[config.mk]
export PLATFORM = sky130hd
export DESIGN_NAME = hbid_ffz
export DESIGN_NICKNAME = d
export VERILOG_FILES = /design/src/design/hbid_pkg.sv /design/src/design/hbid_ffz.sv
export SDC_FILE = /design/constraint.sdc
export NUM_CORES = 1
export LEC_CHECK = 0
export CORE_MARGIN = 3
export CORE_UTILIZATION = 55
export DETAILED_ROUTE_END_ITERATION = 16
export DONT_BUFFER_PORTS = 1
export GPL_ROUTABILITY_DRIVEN = 0
export PLACE_DENSITY = 0.7
export SYNTH_ARGS = -nofsm -noshare
export SYNTH_HDL_FRONTEND = slang
export SYNTH_SLANG_ARGS = --single-unit
[constraint.sdc]
create_clock -name vclk -period 1.3
set_input_delay 0.065 -clock vclk [all_inputs]
set_output_delay 0.065 -clock vclk [all_outputs]
set_load 0.01 [all_outputs]
[src/design/hbid_pkg.sv]
// Package for the hierarchical bitmap id allocator.
// Holds request and response types, operation and status codes and sizing constants.
// No dependencies.
package hbid_pkg;

  // Fixed layout: 64 ids per leaf word, request ids up to 12 bits
  localparam int GROUP_BITS   = 6;
  localparam int GROUP_SIZE   = 1 << GROUP_BITS;
  localparam int REQ_ID_W     = 12;
  localparam int COUNT_W      = 13;
  localparam int ID_BITS_DEF  = 12;
  localparam logic [COUNT_W-1:0] COUNT_RESET = 13'd4096;

  // Operation codes
  localparam logic [1:0] OP_ALLOC = 2'd0;
  localparam logic [1:0] OP_MARK  = 2'd1;
  localparam logic [1:0] OP_FREE  = 2'd2;
  localparam logic [1:0] OP_QUERY = 2'd3;

  // Status codes
  localparam logic [1:0] ST_OK      = 2'd0;
  localparam logic [1:0] ST_NO_FREE = 2'd1;
  localparam logic [1:0] ST_RANGE   = 2'd2;
  localparam logic [1:0] ST_STATE   = 2'd3;

  typedef struct packed {
    logic [1:0]          op;
    logic [REQ_ID_W-1:0] req_id;
  } hbid_req_t;

  typedef struct packed {
    logic [1:0]          status;
    logic [REQ_ID_W-1:0] result_id;
    logic                busy_res;
  } hbid_rsp_t;

endpackage

[src/design/hbid_ffz.sv]
// Find-first-zero unit: lowest clear bit of a 64-bit word, shared by both bitmap levels.
// Depends on hbid_pkg for the group size.
module hbid_ffz (
  input  logic [hbid_pkg::GROUP_SIZE-1:0] word,
  output logic                            found,
  output logic [hbid_pkg::GROUP_BITS-1:0] idx
);

  logic [7:0]       byte_hit;
  logic [7:0][2:0]  byte_idx;

  // Search each byte for its lowest clear bit
  always_comb begin
    byte_hit = '0;
    byte_idx = '0;
    for (int g = 0; g < 8; g++) begin
      for (int b = 7; b >= 0; b--) begin
        if (!word[g*8 + b]) begin
          byte_hit[g] = 1'b1;
          byte_idx[g] = 3'(b);
        end
      end
    end
  end

  // Pick the lowest byte that holds a clear bit
  always_comb begin
    found = 1'b0;
    idx   = '0;
    for (int g = 7; g >= 0; g--) begin
      if (byte_hit[g]) begin
        found = 1'b1;
        idx   = {3'(g), byte_idx[g]};
      end
    end
  end

endmodule

==> Yosys cells after proc, flatten, opt, wreduce, memory -nomap -nowiden <==
Index checks and enable logic that the tools add are counted.
Widths: inputs -> output; s select.
{ "word_totals": {"ff_bits": 0, "output_inout_bits": 7, "word_cells": 144} }
{ "classes": {"mux": 144} }
{ "ops": {"columns": ["op", "n"], "rows": [
  ["$mux 3", 64],
  ["$mux 1", 72],
  ["$mux 6", 8]
]} }

==> Logic depth before layout (Yosys ltp) <==
{ "depth": {"depth_word": 16, "depth_mapped": 6, "mapped_depth_nobuf": 6} }

==> Worst setup path before layout <==
OpenSTA, ideal clock, no wires.
{ "synth_path": {"path_kind": "input to output", "from": "in word[60] (netlist bit)", "to": "out idx[0] (netlist bit)", "arrival_ns": 1.076, "required_time_ns": 1.235, "path_slack_ns": 0.159, "path_stages": 6, "path_buffers": 0, "path_cell_list": "and4_1 a211oi_2 o2111ai_1 nand4_1 a41oi_1 o21ai_1"} }
{ "synth_between": {"elab_chain_cells": 13, "word_cells_on_any_way": 18} }
{ "synth_lines": {"columns": ["item", "line_no", "text"], "rows": [
  ["start, declared", "hbid_ffz.sv:4", "input logic [hbid_pkg::GROUP_SIZE-1:0] word,"],
  ["$mux 3 / $mux 1 (equally long branches) (5 in series)", "hbid_ffz.sv:18", "if (!word[g*8 + b]) begin"],
  ["$mux 6 (*) (8 in series)", "hbid_ffz.sv:31", "if (byte_hit[g]) begin"],
  ["end, declared", "hbid_ffz.sv:6", "output logic [hbid_pkg::GROUP_BITS-1:0] idx"]
]} }
Every way passes the cells marked *; elsewhere a longest branch is shown, timed or not.

==> Final worst setup path <==
Ends and elaborated chain as after synthesis.

==> impl_metrics.env <==
export IMPL_grt_max_degree=6
export IMPL_drtPass1Iterations=4
export IMPL_post_cts_buffers=0
export IMPL_p_leak_uw=0.000318
export IMPL_fin_nets=205
export IMPL_drive_gt1_share_pct=11.5
export IMPL_synth_common_cells="27 x nand2_1, 14 x nand4_1, 12 x inv_1"
export IMPL_cellPowerDensity_nw_per_um2=125
export IMPL_status="completed"
export IMPL_ys_types=33
export IMPL_min_path_type="input pin to output port"
export IMPL_start_util_pct=59.8
export IMPL_vias=1054
export IMPL_slew_headroom_pct=75.5
export IMPL_nFillCells=135
export IMPL_dp_hpwl_um=2000
export IMPL_drt_iter0_drc=34
export IMPL_grt_pass1_vias=955
export IMPL_yosysTopAreaCellShare_pct=12.7
export IMPL_antenna_found_initial=0
export IMPL_drc_errors=0
export IMPL_pwr_share_seq_pct=0
export IMPL_synth_seq_area_share_pct=0
export IMPL_tightest_slew_ps=364
export IMPL_max_freq_ghz=0.804
export IMPL_wire_per_inst_um=14.5
export IMPL_antennaDiodeCount=0
export IMPL_netlist_area_sq_um=798
export IMPL_overflow=0
export IMPL_die_x_um=44.1
export IMPL_ctsHoldBuffers=0
export IMPL_ys_warn_count=0
export IMPL_p_comb_share_pct=100.0
export IMPL_regArea_sq_um=0
export IMPL_io_buffers=0
export IMPL_setup_viol=0
export IMPL_period_share_pct=95.6
export IMPL_die_area_sq_um=1940
export IMPL_drv_slew=0
export IMPL_vdd_drop_max_mv=0.0602
export IMPL_power_uw=107
export IMPL_p_int_uw=49.8
export IMPL_cp_arrival_ps=1180
export IMPL_core_sq_um=1330
export IMPL_finalSetupTns_ps=0
export IMPL_wl_um=2230
export IMPL_io_pin_count=71
export IMPL_crit_type="input pin to output port"
export IMPL_crit_fanout=4
export IMPL_grt_usage_pct=21.2
export IMPL_synth_avg_cell_area_sq_um=5.87
export IMPL_nClkBuffers=0
export IMPL_ys_top_cells_by_area="nand2_1 13%, nand4_1 11%, o21ai_0 6.9%"
export IMPL_p_sw_share_pct=53.3
export IMPL_finalHoldViolations=0
export IMPL_p_clk_share_pct=0
export IMPL_grt_setup_unrepaired="no"
export IMPL_yosysMostFrequentCell="nand2_1"
export IMPL_antenna_left=0
export IMPL_area_delta_synth_final_pct=6.90
export IMPL_critPathCaptureType="output port"
export IMPL_drv_cap=0
export IMPL_row_count=13
export IMPL_critPathRequiredTime_ps=1240
export IMPL_period_needed_ps=1240
export IMPL_syn_num_nets=200
export IMPL_grt_pass1_wl_um=3370
export IMPL_seq_cells=0
export IMPL_syn_inst=136
export IMPL_crit_path_start_kind="input pin"
export IMPL_die_h_um=44.1
export IMPL_yosys_area_top_type="nand2_1"
export IMPL_switchingPower_uw=56.8
export IMPL_via_per_inst=6.84
[metrics by stage]
stage | hold slack, ps | instance area (sq um) | instances | setup WS [ps] | utilization (%)
after global placement | 284 | 840 | 154 | 52.7 | 62.9
after detailed placement | 285 | 840 | 154 | 12.1 | 62.9
after CTS | 285 | 840 | 154 | 2.72 | 62.9
after global routing | 271 | 853 | 154 | 3.05 | 64.0
final | 262 | 853 | 154 | 56.6 | 64.0
after floorplan | 270 | 798 | 136 | 159 | -
[power groups by stage]
stage	Combinational (uW)	Sequential [uW]	Clock, uW
6_report	107	0	0
5_1_grt	122	0	0
4_1_cts	104	0	0
3_5_place_dp	104	0	0
3_3_place_gp	102	0	0
2_1_floorplan	89.4	0	0
[cell families (layout without fill, tap and decap cells)]
family | Yosys count | count (layout) | synth area share, %
simple gates | 81 | 81 | 60.0
compound gates | 43 | 43 | 34.3
buf+inv | 12 | 15 | 5.64
[layout by cell type (no fill, tap or decap), types with 2 or more instances in the layout]
cell type and instances:
a21boi_0 3, a21oi_1 9, a31oi_1 6, buf_4 3
inv_1 12, nand2_1 27, nand2b_1 3, nand3_1 10
nand4_1 14, nand4_4 2, nor2_1 8, nor2b_1 2
nor3_1 2, nor3_4 2, o2111ai_1 2, o211ai_1 2
o21ai_0 11, o31ai_1 2
[critical path: stages]
cell and delay [ps]:
and4_1 210, a211oi_2 260, o2111ai_1 160, nand4_1 150, a41oi_2 120, o21ai_2 210
[repair_timing]
item	in CTS	in global routing
gates resized for setup	0	3
setup endpoints to repair	0	1
hold endpoints to repair	0	0
[layer usage]
| layer | vias up | GRT usage [%] | wire (um) |
|---|---|---|---|
| met5 | - | 0 | 0 |
| met4 | 0 | 1.20 | 0 |
| met3 | 0 | 2.44 | 280 |
| met2 | 74 | 37.2 | 1030 |
| met1 | 447 | 28.9 | 924 |
| li1 | 533 | - | - |
[cell type report]
class	instances	area, sq um	share of cell area [%]
well taps	15	18.8	2.20
multi-input cells	124	767	89.9
inverters	12	45.0	5.28
repair buffers	3	22.5	2.64
[path summary, 6_finish.rpt]
kind / slack, ps / cells past startpoint / to / startpoint
max: 60 / 6 / idx[0] / word[60]
min: 260 / 2 / idx[0] / word[16]
Power figures use the tool's default switching activity.
